## config.mk

```make
export PLATFORM = sky130hd
export DESIGN_NAME = video_test_pattern_sampler
export DESIGN_NICKNAME = d
export VERILOG_FILES = /design/src/hw/rtl/vtps_pkg.sv /design/src/hw/rtl/video_test_pattern_sampler.sv
export SDC_FILE = /design/constraint.sdc
export NUM_CORES = 1
export LEC_CHECK = 0
export BUFFER_PORTS_ARGS = -buffer_cell sky130_fd_sc_hd__buf_2
export CAP_MARGIN = 5
export CORE_UTILIZATION = 30
export DETAILED_ROUTE_END_ITERATION = 12
export PLACE_DENSITY = 0.54
export SLEW_MARGIN = 10
export SYNTH_ARGS = -nofsm -noshare
export SYNTH_HDL_FRONTEND = slang
export SYNTH_SLANG_ARGS = --single-unit
```

## constraint.sdc

```tcl
create_clock -name clk_i -period 17 [get_ports clk_i]
set_input_delay 1.7 -clock clk_i [delete_from_list [all_inputs] [get_ports clk_i]]
set_output_delay 1.7 -clock clk_i [all_outputs]
set_load 0.05 [all_outputs]
```

## src/hw/rtl/vtps_pkg.sv

```systemverilog
package vtps_pkg;

  // Default logical pixel count of one active line.
  localparam int unsigned PIXELS_PER_LINE_DEF = 256;

  // Configuration port geometry.
  localparam int unsigned CFG_INDEX_W = 3;
  localparam int unsigned CFG_DATA_W  = 12;

  // Register reset values.
  localparam logic [1:0]  PATTERN_MODE_RST     = 2'd0;
  localparam logic [1:0]  VIDEO_STANDARD_RST   = 2'd0;
  localparam logic [11:0] SAMPLES_PER_LINE_RST = 12'd768;
  localparam logic [9:0]  ACTIVE_LINES_RST     = 10'd240;
  localparam logic [9:0]  RAMP_LINES_RST       = 10'd32;

  // Signal levels.
  localparam logic [15:0] LEVEL_BLACK = 16'd6400;
  localparam logic [15:0] LEVEL_WHITE = 16'd18176;

  // 11776 * r / 255 is split as 46 * r + 46 * r / 255.
  localparam logic [5:0]  RAMP_STEP    = 6'd46;
  // Reciprocal of 255, exact for numerators below 2^14.
  localparam logic [14:0] DIV255_MUL   = 15'd16449;
  localparam int unsigned DIV255_SHIFT = 22;
  // Reciprocal of 3, exact for numerators below 2^11.
  localparam logic [9:0]  DIV3_MUL     = 10'd683;
  localparam int unsigned DIV3_SHIFT   = 11;

  typedef enum logic [CFG_INDEX_W-1:0] {
    REG_PATTERN_MODE     = 3'd0,
    REG_VIDEO_STANDARD   = 3'd1,
    REG_SAMPLES_PER_LINE = 3'd2,
    REG_ACTIVE_LINES     = 3'd3,
    REG_RAMP_LINES       = 3'd4
  } vtps_reg_e;

  typedef enum logic [1:0] {
    MODE_OFF   = 2'd0,
    MODE_LUMA  = 2'd1,
    MODE_COLOR = 2'd2
  } vtps_mode_e;

  typedef enum logic [1:0] {
    STD_NTSC  = 2'd0,
    STD_PAL   = 2'd1,
    STD_PAL_M = 2'd2,
    STD_PAL_N = 2'd3
  } vtps_std_e;

  // Per-item context carried through the divider stages.
  typedef struct packed {
    logic        wr_ok;
    logic        lnum_odd;
    logic [9:0]  aline;
    logic [11:0] pos;
  } vtps_ctx_t;

  // Per-item decisions carried through the back-end stages.
  typedef struct packed {
    logic wr_ok;
    logic lnum_odd;
    logic in_ramp;
    logic marker;
  } vtps_flags_t;

  function automatic logic [15:0] luma_level(input logic [2:0] bar);
    logic [15:0] lvl;
    case (bar)
      3'd0:    lvl = 16'd18176;
      3'd1:    lvl = 16'd16880;
      3'd2:    lvl = 16'd14643;
      3'd3:    lvl = 16'd13348;
      3'd4:    lvl = 16'd11228;
      3'd5:    lvl = 16'd9933;
      3'd6:    lvl = 16'd7695;
      default: lvl = 16'd6400;
    endcase
    return lvl;
  endfunction

  function automatic logic [31:0] pal_ntsc_word(input logic [2:0] bar);
    logic [31:0] w;
    case (bar)
      3'd0:    w = 32'h49494949;
      3'd1:    w = 32'h454c413a;
      3'd2:    w = 32'h44323042;
      3'd3:    w = 32'h40352834;
      3'd4:    w = 32'h202b382c;
      3'd5:    w = 32'h1c2e301e;
      3'd6:    w = 32'h1b141f26;
      default: w = 32'h18181818;
    endcase
    return w;
  endfunction

  function automatic logic [31:0] pal_even_word(input logic [2:0] bar);
    logic [31:0] w;
    case (bar)
      3'd0:    w = 32'h49494949;
      3'd1:    w = 32'h47514035;
      3'd2:    w = 32'h27364e3f;
      3'd3:    w = 32'h243e452c;
      3'd4:    w = 32'h3d231c35;
      3'd5:    w = 32'h3a2b1322;
      3'd6:    w = 32'h1a10212c;
      default: w = 32'h18181818;
    endcase
    return w;
  endfunction

  function automatic logic [31:0] pal_odd_word(input logic [2:0] bar);
    logic [31:0] w;
    case (bar)
      3'd0:    w = 32'h49494949;
      3'd1:    w = 32'h40514735;
      3'd2:    w = 32'h4e36273f;
      3'd3:    w = 32'h453e242c;
      3'd4:    w = 32'h1c233d35;
      3'd5:    w = 32'h132b3a22;
      3'd6:    w = 32'h21101a2c;
      default: w = 32'h18181818;
    endcase
    return w;
  endfunction

  // NTSC has a single palette; the PAL family swaps palettes line by line.
  function automatic logic [31:0] palette_word(input logic ntsc, input logic odd,
                                               input logic [2:0] bar);
    logic [31:0] w;
    if (ntsc) begin
      w = pal_ntsc_word(bar);
    end else if (odd) begin
      w = pal_odd_word(bar);
    end else begin
      w = pal_even_word(bar);
    end
    return w;
  endfunction

  // Five-pixel rows of the N and P standard marker glyphs.
  function automatic logic [4:0] glyph_row(input logic ntsc, input logic [2:0] row);
    logic [4:0] g;
    if (ntsc) begin
      case (row)
        3'd0:    g = 5'h11;
        3'd1:    g = 5'h19;
        3'd2:    g = 5'h15;
        3'd3:    g = 5'h13;
        3'd4:    g = 5'h11;
        3'd5:    g = 5'h11;
        3'd6:    g = 5'h11;
        default: g = 5'h00;
      endcase
    end else begin
      case (row)
        3'd0:    g = 5'h1e;
        3'd1:    g = 5'h11;
        3'd2:    g = 5'h11;
        3'd3:    g = 5'h1e;
        3'd4:    g = 5'h10;
        3'd5:    g = 5'h10;
        3'd6:    g = 5'h10;
        default: g = 5'h00;
      endcase
    end
    return g;
  endfunction

endpackage

```

## src/hw/rtl/video_test_pattern_sampler.sv

```systemverilog
// Test pattern sampler: each input transfer names one sample of an active video line, and
// the matching output transfer carries the 16-bit level a color-bar, luma-bar or grey-ramp
// test pattern puts there, together with a written flag (0 means leave the sample alone,
// and the level then reads 0). One transfer is accepted per clock cycle when the output
// side keeps up. An accepted sample passes through $clog2(PIXELS_PER_LINE) + 5 register
// stages (13 at the default of 256 pixels): an input register, the sample-to-pixel
// divider, which resolves one quotient bit per pipeline stage, and four stages of bar,
// ramp, palette and marker logic, the last of which is the output register. Every
// stage has its own valid bit, so empty stages fill while the output is stalled.
// Registers are written through the plain write port and must only change while no
// transfer is in flight.
module video_test_pattern_sampler #(
  parameter int unsigned PIXELS_PER_LINE = vtps_pkg::PIXELS_PER_LINE_DEF
) (
  input  logic                              clk_i,
  input  logic                              rst_ni,
  input  logic                              cfg_we_i,
  input  logic [vtps_pkg::CFG_INDEX_W-1:0]  cfg_index_i,
  input  logic [vtps_pkg::CFG_DATA_W-1:0]   cfg_data_i,
  input  logic                              in_valid_i,
  output logic                              in_ready_o,
  input  logic                              in_active_i,
  input  logic [9:0]                        line_number_i,
  input  logic [9:0]                        active_line_i,
  input  logic [11:0]                       sample_position_i,
  output logic                              out_valid_o,
  input  logic                              out_ready_i,
  output logic [15:0]                       sample_level_o,
  output logic                              written_o
);
  import vtps_pkg::*;

  // Geometry of the logical pixel grid.
  localparam int unsigned W      = PIXELS_PER_LINE;
  localparam int unsigned PXW    = $clog2(W);
  localparam int unsigned PW     = 12 + $clog2(W + 1);
  localparam int unsigned MARGIN = W / 10;
  localparam int unsigned SPAN3  = 3 * W;

  // Pipeline stage numbering: stage 0 registers the input, stages 1..PXW divide,
  // then four back-end stages, the last being the output register.
  localparam int unsigned SE1 = PXW + 1;
  localparam int unsigned SE2 = PXW + 2;
  localparam int unsigned SE3 = PXW + 3;
  localparam int unsigned SE4 = PXW + 4;
  localparam int unsigned NS  = PXW + 5;

  // Bar index pixel*8/W as a multiply by a rounded-up reciprocal.
  localparam int unsigned KB   = 23;
  localparam int unsigned MULB = ((1 << KB) + W - 1) / W;
  localparam int unsigned MBW  = $clog2(MULB + 1);
  localparam int unsigned BPW  = PXW + 3 + MBW;

  // Ramp value pixel*255/(W-1), same technique.
  localparam int unsigned KR   = 28;
  localparam int unsigned MULR = ((1 << KR) + W - 2) / (W - 1);
  localparam int unsigned MRW  = $clog2(MULR + 1);
  localparam int unsigned RNW  = PXW + 8;
  localparam int unsigned RPW  = RNW + MRW;

  // Configuration registers.
  logic [1:0]  pattern_mode_q;
  logic [1:0]  video_standard_q;
  logic [11:0] spl_q;
  logic [9:0]  active_lines_q;
  logic [9:0]  ramp_lines_q;

  always_ff @(posedge clk_i or negedge rst_ni) begin
    if (!rst_ni) begin
      pattern_mode_q   <= PATTERN_MODE_RST;
      video_standard_q <= VIDEO_STANDARD_RST;
      spl_q            <= SAMPLES_PER_LINE_RST;
      active_lines_q   <= ACTIVE_LINES_RST;
      ramp_lines_q     <= RAMP_LINES_RST;
    end else if (cfg_we_i) begin
      case (vtps_reg_e'(cfg_index_i))
        REG_PATTERN_MODE:     pattern_mode_q   <= cfg_data_i[1:0];
        REG_VIDEO_STANDARD:   video_standard_q <= cfg_data_i[1:0];
        REG_SAMPLES_PER_LINE: spl_q            <= cfg_data_i[11:0];
        REG_ACTIVE_LINES:     active_lines_q   <= cfg_data_i[9:0];
        REG_RAMP_LINES:       ramp_lines_q     <= cfg_data_i[9:0];
        default: ;
      endcase
    end
  end

  // Flow control. A stage loads when it is empty or when the stage after it loads,
  // so bubbles are squeezed out even while the output register waits.
  logic [NS-1:0] v_q;
  logic [NS:0]   ld;

  always_comb begin
    ld[NS] = out_ready_i;
    for (int k = int'(NS) - 1; k >= 0; k--) begin
      ld[k] = !v_q[k] || ld[k+1];
    end
  end

  always_ff @(posedge clk_i or negedge rst_ni) begin
    if (!rst_ni) begin
      v_q <= '0;
    end else begin
      if (ld[0]) begin
        v_q[0] <= in_valid_i;
      end
      for (int k = 1; k < int'(NS); k++) begin
        if (ld[k]) begin
          v_q[k] <= v_q[k-1];
        end
      end
    end
  end

  assign in_ready_o  = ld[0];
  assign out_valid_o = v_q[NS-1];

  // Stage 0 and the restoring divider: pixel = position * W / samples_per_line.
  // The quotient is known to stay below 2^PXW, so the divider starts at that bit.
  logic             s0_ok;
  logic [PW-1:0]    dr_q   [PXW];
  logic [PXW-1:0]   dq_q   [PXW+1];
  vtps_ctx_t        dctx_q [PXW+1];
  logic [PW-1:0]    dr_n   [1:PXW];
  logic [PXW-1:0]   dq_n   [1:PXW];

  assign s0_ok = (pattern_mode_q != MODE_OFF) && in_active_i && (spl_q != '0) &&
                 (sample_position_i < spl_q);

  always_comb begin : div_comb
    logic [PW-1:0] dsr;
    logic          ge;
    for (int t = 1; t <= int'(PXW); t++) begin
      dsr     = PW'(spl_q) << (int'(PXW) - t);
      ge      = dr_q[t-1] >= dsr;
      dq_n[t] = dq_q[t-1] | (ge ? (PXW'(1) << (int'(PXW) - t)) : '0);
      dr_n[t] = ge ? (dr_q[t-1] - dsr) : dr_q[t-1];
    end
  end

  always_ff @(posedge clk_i) begin
    if (ld[0]) begin
      dr_q[0]   <= PW'(sample_position_i) * PW'(W);
      dq_q[0]   <= '0;
      dctx_q[0] <= '{wr_ok: s0_ok, lnum_odd: line_number_i[0], aline: active_line_i,
                     pos: sample_position_i};
    end
    for (int t = 1; t <= int'(PXW); t++) begin
      if (ld[t]) begin
        dq_q[t]   <= dq_n[t];
        dctx_q[t] <= dctx_q[t-1];
      end
    end
    // The last stage needs no remainder.
    for (int t = 1; t < int'(PXW); t++) begin
      if (ld[t]) begin
        dr_q[t] <= dr_n[t];
      end
    end
  end

  // Stage E1: pixel clamp, reciprocal products for bar and ramp, quad index of the
  // color samples, ramp-region test and the standard marker glyph.
  vtps_ctx_t        c1;
  logic [PXW-1:0]   px;
  logic [PXW-1:0]   pm8;
  logic [9:0]       ramp_first_line;
  logic [RNW-1:0]   nr;
  logic [RPW-1:0]   rprod;
  logic [BPW-1:0]   bprod;
  logic [19:0]      qp;
  logic [4:0]       glyph;
  logic [2:0]       mk_col;
  logic             mk_bit;
  logic             mk_hit;

  always_comb begin
    c1  = dctx_q[PXW];
    px  = ({1'b0, dq_q[PXW]} >= (PXW+1)'(W)) ? PXW'(W - 1) : dq_q[PXW];
    ramp_first_line = (active_lines_q > ramp_lines_q) ? (active_lines_q - ramp_lines_q) : '0;
    nr    = (RNW'(px) << 8) - RNW'(px);
    rprod = RPW'(nr) * RPW'(MULR);
    bprod = BPW'({px, 3'b000}) * BPW'(MULB);
    qp    = 20'(c1.pos[11:2]) * 20'(DIV3_MUL);
    // The glyph is drawn 2x: two lines per glyph row, two pixels per glyph column.
    glyph  = glyph_row(video_standard_q == STD_NTSC, c1.aline[3:1]);
    pm8    = px - PXW'(8);
    mk_col = pm8[3:1];
    mk_bit = (mk_col <= 3'd4) ? glyph[3'd4 - mk_col] : 1'b0;
    mk_hit = (c1.aline < 10'd14) && (px >= PXW'(8)) && (px < PXW'(18)) && mk_bit;
  end

  logic [7:0]   e1_ramp_q;
  logic         e1_lo_q;
  logic         e1_hi_q;
  logic [2:0]   e1_bar_q;
  logic [8:0]   e1_q12_q;
  logic [11:0]  e1_pos_q;
  vtps_flags_t  e1_flags_q;

  always_ff @(posedge clk_i) begin
    if (ld[SE1]) begin
      e1_ramp_q  <= rprod[KR+7:KR];
      e1_lo_q    <= px < PXW'(MARGIN);
      e1_hi_q    <= px >= PXW'(W - MARGIN);
      e1_bar_q   <= bprod[KB+2:KB];
      e1_q12_q   <= qp[DIV3_SHIFT+8:DIV3_SHIFT];
      e1_pos_q   <= c1.pos;
      e1_flags_q <= '{wr_ok: c1.wr_ok, lnum_odd: c1.lnum_odd,
                      in_ramp: c1.aline >= ramp_first_line, marker: mk_hit};
    end
  end

  // Stage E2: margin overrides, first part of the ramp level, and the color pixel
  // 4*quad + sample/3 of the current sample within its quad of twelve.
  logic [7:0]   ramp;
  logic [2:0]   bar;
  logic [13:0]  x46;
  logic [11:0]  t12;
  logic [11:0]  jv;
  logic [3:0]   j;
  logic [1:0]   jd;
  logic [10:0]  cpx;
  logic         span_ok;
  logic         col_ok;

  always_comb begin
    ramp = e1_lo_q ? 8'd0 : (e1_hi_q ? 8'd255 : e1_ramp_q);
    bar  = (e1_lo_q || e1_hi_q) ? 3'd7 : e1_bar_q;
    x46  = 14'(ramp) * 14'(RAMP_STEP);
    t12  = 12'({e1_q12_q, 3'b000}) + 12'({e1_q12_q, 2'b00});
    jv   = e1_pos_q - t12;
    j    = jv[3:0];
    if (j >= 4'd9) begin
      jd = 2'd3;
    end else if (j >= 4'd6) begin
      jd = 2'd2;
    end else if (j >= 4'd3) begin
      jd = 2'd1;
    end else begin
      jd = 2'd0;
    end
    cpx     = 11'({e1_q12_q, 2'b00}) + 11'(jd);
    span_ok = ({1'b0, spl_q} >= 13'(SPAN3)) && ({1'b0, e1_pos_q} < 13'(SPAN3));
    col_ok  = span_ok && (cpx < 11'(W));
  end

  logic [13:0]    e2_x46_q;
  logic [2:0]     e2_bar_q;
  logic [PXW-1:0] e2_cpx_q;
  logic           e2_col_ok_q;
  logic [1:0]     e2_bsel_q;
  vtps_flags_t    e2_flags_q;

  always_ff @(posedge clk_i) begin
    if (ld[SE2]) begin
      e2_x46_q    <= x46;
      e2_bar_q    <= bar;
      e2_cpx_q    <= cpx[PXW-1:0];
      e2_col_ok_q <= col_ok;
      // The byte lane is the sample index mod 4, which equals position mod 4.
      e2_bsel_q   <= e1_pos_q[1:0];
      e2_flags_q  <= e1_flags_q;
    end
  end

  // Stage E3: remainder of the ramp scaling, luma lookup, bar of the color pixel.
  logic [28:0]    rf;
  logic [BPW-1:0] cbprod;
  logic           cm;

  always_comb begin
    rf     = 29'(e2_x46_q) * 29'(DIV255_MUL);
    cbprod = BPW'({e2_cpx_q, 3'b000}) * BPW'(MULB);
    cm     = (e2_cpx_q < PXW'(MARGIN)) || (e2_cpx_q >= PXW'(W - MARGIN));
  end

  logic [5:0]   e3_rfrac_q;
  logic [13:0]  e3_x46_q;
  logic [15:0]  e3_luma_q;
  logic [2:0]   e3_cbar_q;
  logic         e3_cm_q;
  logic         e3_col_ok_q;
  logic [1:0]   e3_bsel_q;
  vtps_flags_t  e3_flags_q;

  always_ff @(posedge clk_i) begin
    if (ld[SE3]) begin
      e3_rfrac_q  <= rf[DIV255_SHIFT+5:DIV255_SHIFT];
      e3_x46_q    <= e2_x46_q;
      e3_luma_q   <= luma_level(e2_bar_q);
      e3_cbar_q   <= cbprod[KB+2:KB];
      e3_cm_q     <= cm;
      e3_col_ok_q <= e2_col_ok_q;
      e3_bsel_q   <= e2_bsel_q;
      e3_flags_q  <= e2_flags_q;
    end
  end

  // Stage E4: palette byte, final priority (ramp, then bars, then the marker on top).
  logic [2:0]   cbar;
  logic [31:0]  pword;
  logic [7:0]   cbyte;
  logic [15:0]  ramp_lvl;
  logic [15:0]  lvl;
  logic         wr;

  always_comb begin
    cbar     = e3_cm_q ? 3'd7 : e3_cbar_q;
    pword    = palette_word(video_standard_q == STD_NTSC, e3_flags_q.lnum_odd, cbar);
    cbyte    = 8'(pword >> {e3_bsel_q, 3'b000});
    ramp_lvl = LEVEL_BLACK + 16'(e3_x46_q) + 16'(e3_rfrac_q);
    lvl      = '0;
    wr       = 1'b0;
    if (e3_flags_q.in_ramp) begin
      lvl = ramp_lvl;
      wr  = 1'b1;
    end else if (pattern_mode_q == MODE_LUMA) begin
      lvl = e3_luma_q;
      wr  = 1'b1;
    end else if (e3_col_ok_q) begin
      lvl = {cbyte, 8'h00};
      wr  = 1'b1;
    end
    if (e3_flags_q.marker) begin
      lvl = LEVEL_WHITE;
      wr  = 1'b1;
    end
    // Samples outside the active, enabled part of the line are never touched.
    if (!e3_flags_q.wr_ok) begin
      lvl = '0;
      wr  = 1'b0;
    end
  end

  logic [15:0] sample_level_q;
  logic        written_q;

  always_ff @(posedge clk_i) begin
    if (ld[SE4]) begin
      sample_level_q <= lvl;
      written_q      <= wr;
    end
  end

  assign sample_level_o = sample_level_q;
  assign written_o      = written_q;

`ifndef SYNTHESIS
  // An untouched sample always reports a zero level.
  a_unwritten_zero: assert property (@(posedge clk_i) disable iff (!rst_ni)
    out_valid_o && !written_o |-> sample_level_o == '0)
    else $error("unwritten sample carries a nonzero level");

  // A full pipeline with a stalled output must refuse new input.
  a_full_stall: assert property (@(posedge clk_i) disable iff (!rst_ni)
    (&v_q) && !out_ready_i |-> !in_ready_o)
    else $error("input accepted while the pipeline is full and stalled");

  // An accepted input always occupies the first stage on the next cycle.
  a_accept_fills: assert property (@(posedge clk_i) disable iff (!rst_ni)
    in_valid_i && in_ready_o |=> v_q[0])
    else $error("accepted input lost at the first stage");
`endif

endmodule
```

==> out/qor.yml <==
synth:
  synthXorXnorAreaFrac_pct: 3.98
  ys_ff_latch: 545
  synth_cell_types: 84
  synth-edff-count: 496
  syn-instance-count: 2518
  synth_top_family_by_area: "adder cells"
  synth_compound_gate_area_share_pct: 9.96
  synth-simple-area-share_pct: 9.67
  avgSynthCellArea_um2: 12.2
  seq_area_frac_synth_pct: 52.4
  ys_async_sr_fraction_pct: 8.99
  synth_mux_area_share_pct: 2.94
  synthAdderAreaFrac_pct: 17.6
  yosys_most_used_dff: "edfxtp_1"
  synth_nets: 2973
  syn_area_mm2: 0.0308
  yosysWarnings: 0
setup_path:
  startpoint: "out_ready_i"
  critPathLaunchType: "input pin"
  r2r_slack_ns: 10.83
  crit_end: "in_ready_o"
  cp-end-kind: "output pin"
  r2r-end: "e1_ramp_q[7]$_DFFE_PP_"
  required_ns: 15.30
  reg2reg_from: "dq_q[0][65]$_DFFE_PP_"
  rr_worst_depth: 22
  crit_arrival_ns: 5.24
  critPathKind: "input pin to output pin"
  critPathMaxFanout: 46
final_layout:
  synthToLayoutAreaGrowth_pct: 12.7
  postLayoutCellArea_mm2: 0.0347
  drive_gt1_share_pct: 10.9
  fill_cells: 10017
  layout.nets: 3056
placement:
  gp_congestion: 0.855
  dpl_cell_area_mm2: 0.0327
  port_buffers: 61
  dp_worst_setup_slack_ns: 10.12
  place_hpwl_mm: 47.1
sta:
  worst_slack_ns: 10.06
  holdWs_ns: 0.407
  post-route-period-util_pct: 40.8
  period_minus_slack_ns: 6.94
  slew_headroom_pct: 28.4
  totalNegativeSetupSlack_ns: 0
  hold_viol_final: 0
  slew_viol_final: 0
  skew_ns: 0.0487
  setup_viol: 0
  fmax_mhz: 144
  rsz0062_at_grt: "false"
  worst_pin_slew_ns: 1.07
clocking:
  cts_resized: 0
  clock_latency_ns: 0.63
  numCtsBuffers: 57
  clock_sinks: 545
  holdBufCountCts: 0
  cts_tree: "done"
  htree_levels: 2
  root_buffer: "clkbuf_16"
  path_clk_slew_ns: 0.06
  clockBufferDepth: 3
  cts_setup_buffers: 0
power_and_ir_drop:
  vdd_drop_max_uv: 136
  power.density_mw_per_mm2: 214
  power.total_mw: 7.42
  leakage_nw: 14.0
grt:
  grt_max_degree: 51
  grt_usage_pct: 12.1
  globalRouteOverflowTotal: 0
  grt_pass1_vias: 18540
  antenna_found_initial: 3
  grt_pass1_wl_mm: 98.8
routing:
  wire_per_inst_um: 15.4
  drt_pass1_iterations: 5
  ant_nets: 0
  vias_per_cell: 4.66
  num_vias: 18728
  drc: 0
  drtIter0Drc: 1061
  routed_wl_mm: 62.0
die:
  start_util_pct: 30.2
  top_level_ports: 72
  core-area_mm2: 0.102
  rows: 117
  dieArea_mm2: 0.104
  die_w_um: 322
  die_h_um: 322
run_status:
  outcome: "complete, no violations"
flow_run:
  drv_cap: 0
worst_hold_path:
  hp-class: "flop to flop"
-- critical path, cell delays in order --
cell and delay [ns]:
buf_2 0.10, nor2b_1 0.48, nand2_2 0.76, nor2_1 0.48, and2_1 0.35, and3_1 0.30
and3_1 0.34, nand4_1 0.19, buf_4 0.28, buf_2 0.25
-- power by group --
part           leakage [nW]  internal [mW]  switching [mW]  total, mW
Combinational          7.32           1.71            2.06       3.77
Clock                 0.953          0.769           0.524       1.29
Sequential             5.67           2.10           0.254       2.36
Total                  14.0           4.58            2.84       7.42
-- cells by family after synthesis --
logic type      count (synthesis)
xor+xnor                      140
simple gates                  596
mux                            79
flops                         545
other cells                     1
compound gates                480
buf+inv                       275
fa+ha+maj                     402
-- state kept, by name (all words and copies together), names as in the netlist, 9 cells and up --
signal,flops
active_lines_q,10
dr_q,119
e1_q12_q,9
ramp_lines_q,10
e3_x46_q,13
spl_q,12
dq_q,36
sample_level_o,15
dctx_q,216
e3_luma_q,14
e2_x46_q,13
v_q,13
-- metrics by stage --
stage,utilization (%),std cells
2_1_floorplan,-,2518
3_3_place_gp,32.2,3910
3_5_place_dp,32.2,3910
4_1_cts,34.1,4017
5_1_grt,34.1,4017
6_report,34.1,4018
-- cells in the final DEF (no fill, tap or decap), types with 12 or more instances in the layout --
cell / count
xor2_1: 30
or3_1: 21
nor2_1: 166
clkbuf_1: 13
a31oi_1: 34
or2_2: 22
and3_1: 13
a21o_1: 28
buf_2: 61
xnor2_1: 110
inv_1: 220
nand2b_1: 27
dfrtp_1: 42
nand2_1: 118
nor4_1: 21
fa_1: 51
nor2b_1: 36
a21oi_1: 131
buf_4: 15
edfxtp_1: 496
mux2i_1: 12
nor3_1: 40
o21bai_1: 19
o211ai_1: 12
o21a_1: 25
clkbuf_16: 58
a211oi_1: 22
mux2_2: 59
nand3_1: 51
o21ai_0: 107
ha_1: 351
and2_1: 12
nand4_1: 24
-- cell usage after synthesis, types with 30 or more instances --
cell type	count	share of area, %
clkbuf_1	40	0.49
inv_1	223	2.7
edfxtp_1	496	48
nand3_1	52	0.85
a21oi_1	131	2.1
o21ai_0	107	1.7
ha_1	351	14
nor3_1	41	0.67
a31oi_1	34	0.69
nand2_1	122	1.5
xor2_1	30	0.85
nor2b_1	36	0.73
dfrtp_1	42	3.4
nor2_1	167	2.0
mux2_2	59	2.2
xnor2_1	110	3.1
fa_1	51	3.3
-- how the worst min path moves through the flow --
stage | start | end | cells after the start
2_1_floorplan | dctx_q[0][76]$_DFFE_PP_ | dctx_q[0][100]$_DFFE_PP_ | 0
3_3_place_gp | dctx_q[0][176]$_DFFE_PP_ | dctx_q[0][200]$_DFFE_PP_ | 0
3_5_place_dp | dctx_q[0][100]$_DFFE_PP_ | dctx_q[0][124]$_DFFE_PP_ | 0
4_1_cts | e2_bsel_q[1]$_DFFE_PP_ | e3_bsel_q[1]$_DFFE_PP_ | 0
5_1_grt | e2_bsel_q[1]$_DFFE_PP_ | e3_bsel_q[1]$_DFFE_PP_ | 0
6_report | e2_bsel_q[1]$_DFFE_PP_ | e3_bsel_q[1]$_DFFE_PP_ | 0
-- cell type report --
class,instances,area [um^2],area share (%)
tap,1368,1710,4.93
timing repair buffer,76,418,1.20
clock inverter,32,415,1.20
multi-input combinational,1698,13600,39.3
inverter,223,837,2.41
clock buffer,75,1560,4.48
sequential,545,16100,46.5
antenna,1,2.50,0.00721
-- routing by layer --
| metal | wire length, um | track usage, % | vias to the layer above |
|---|---|---|---|
| met3 | 2660 | 1.83 | 98 |
| met1 | 28700 | 15.8 | 8855 |
| met2 | 28700 | 20.1 | 334 |
| li1 | - | - | 9441 |
| met5 | 0 | 0 | - |
| met4 | 1900 | 4.41 | 0 |
Note: power is estimated with default switching activity, not from simulation.
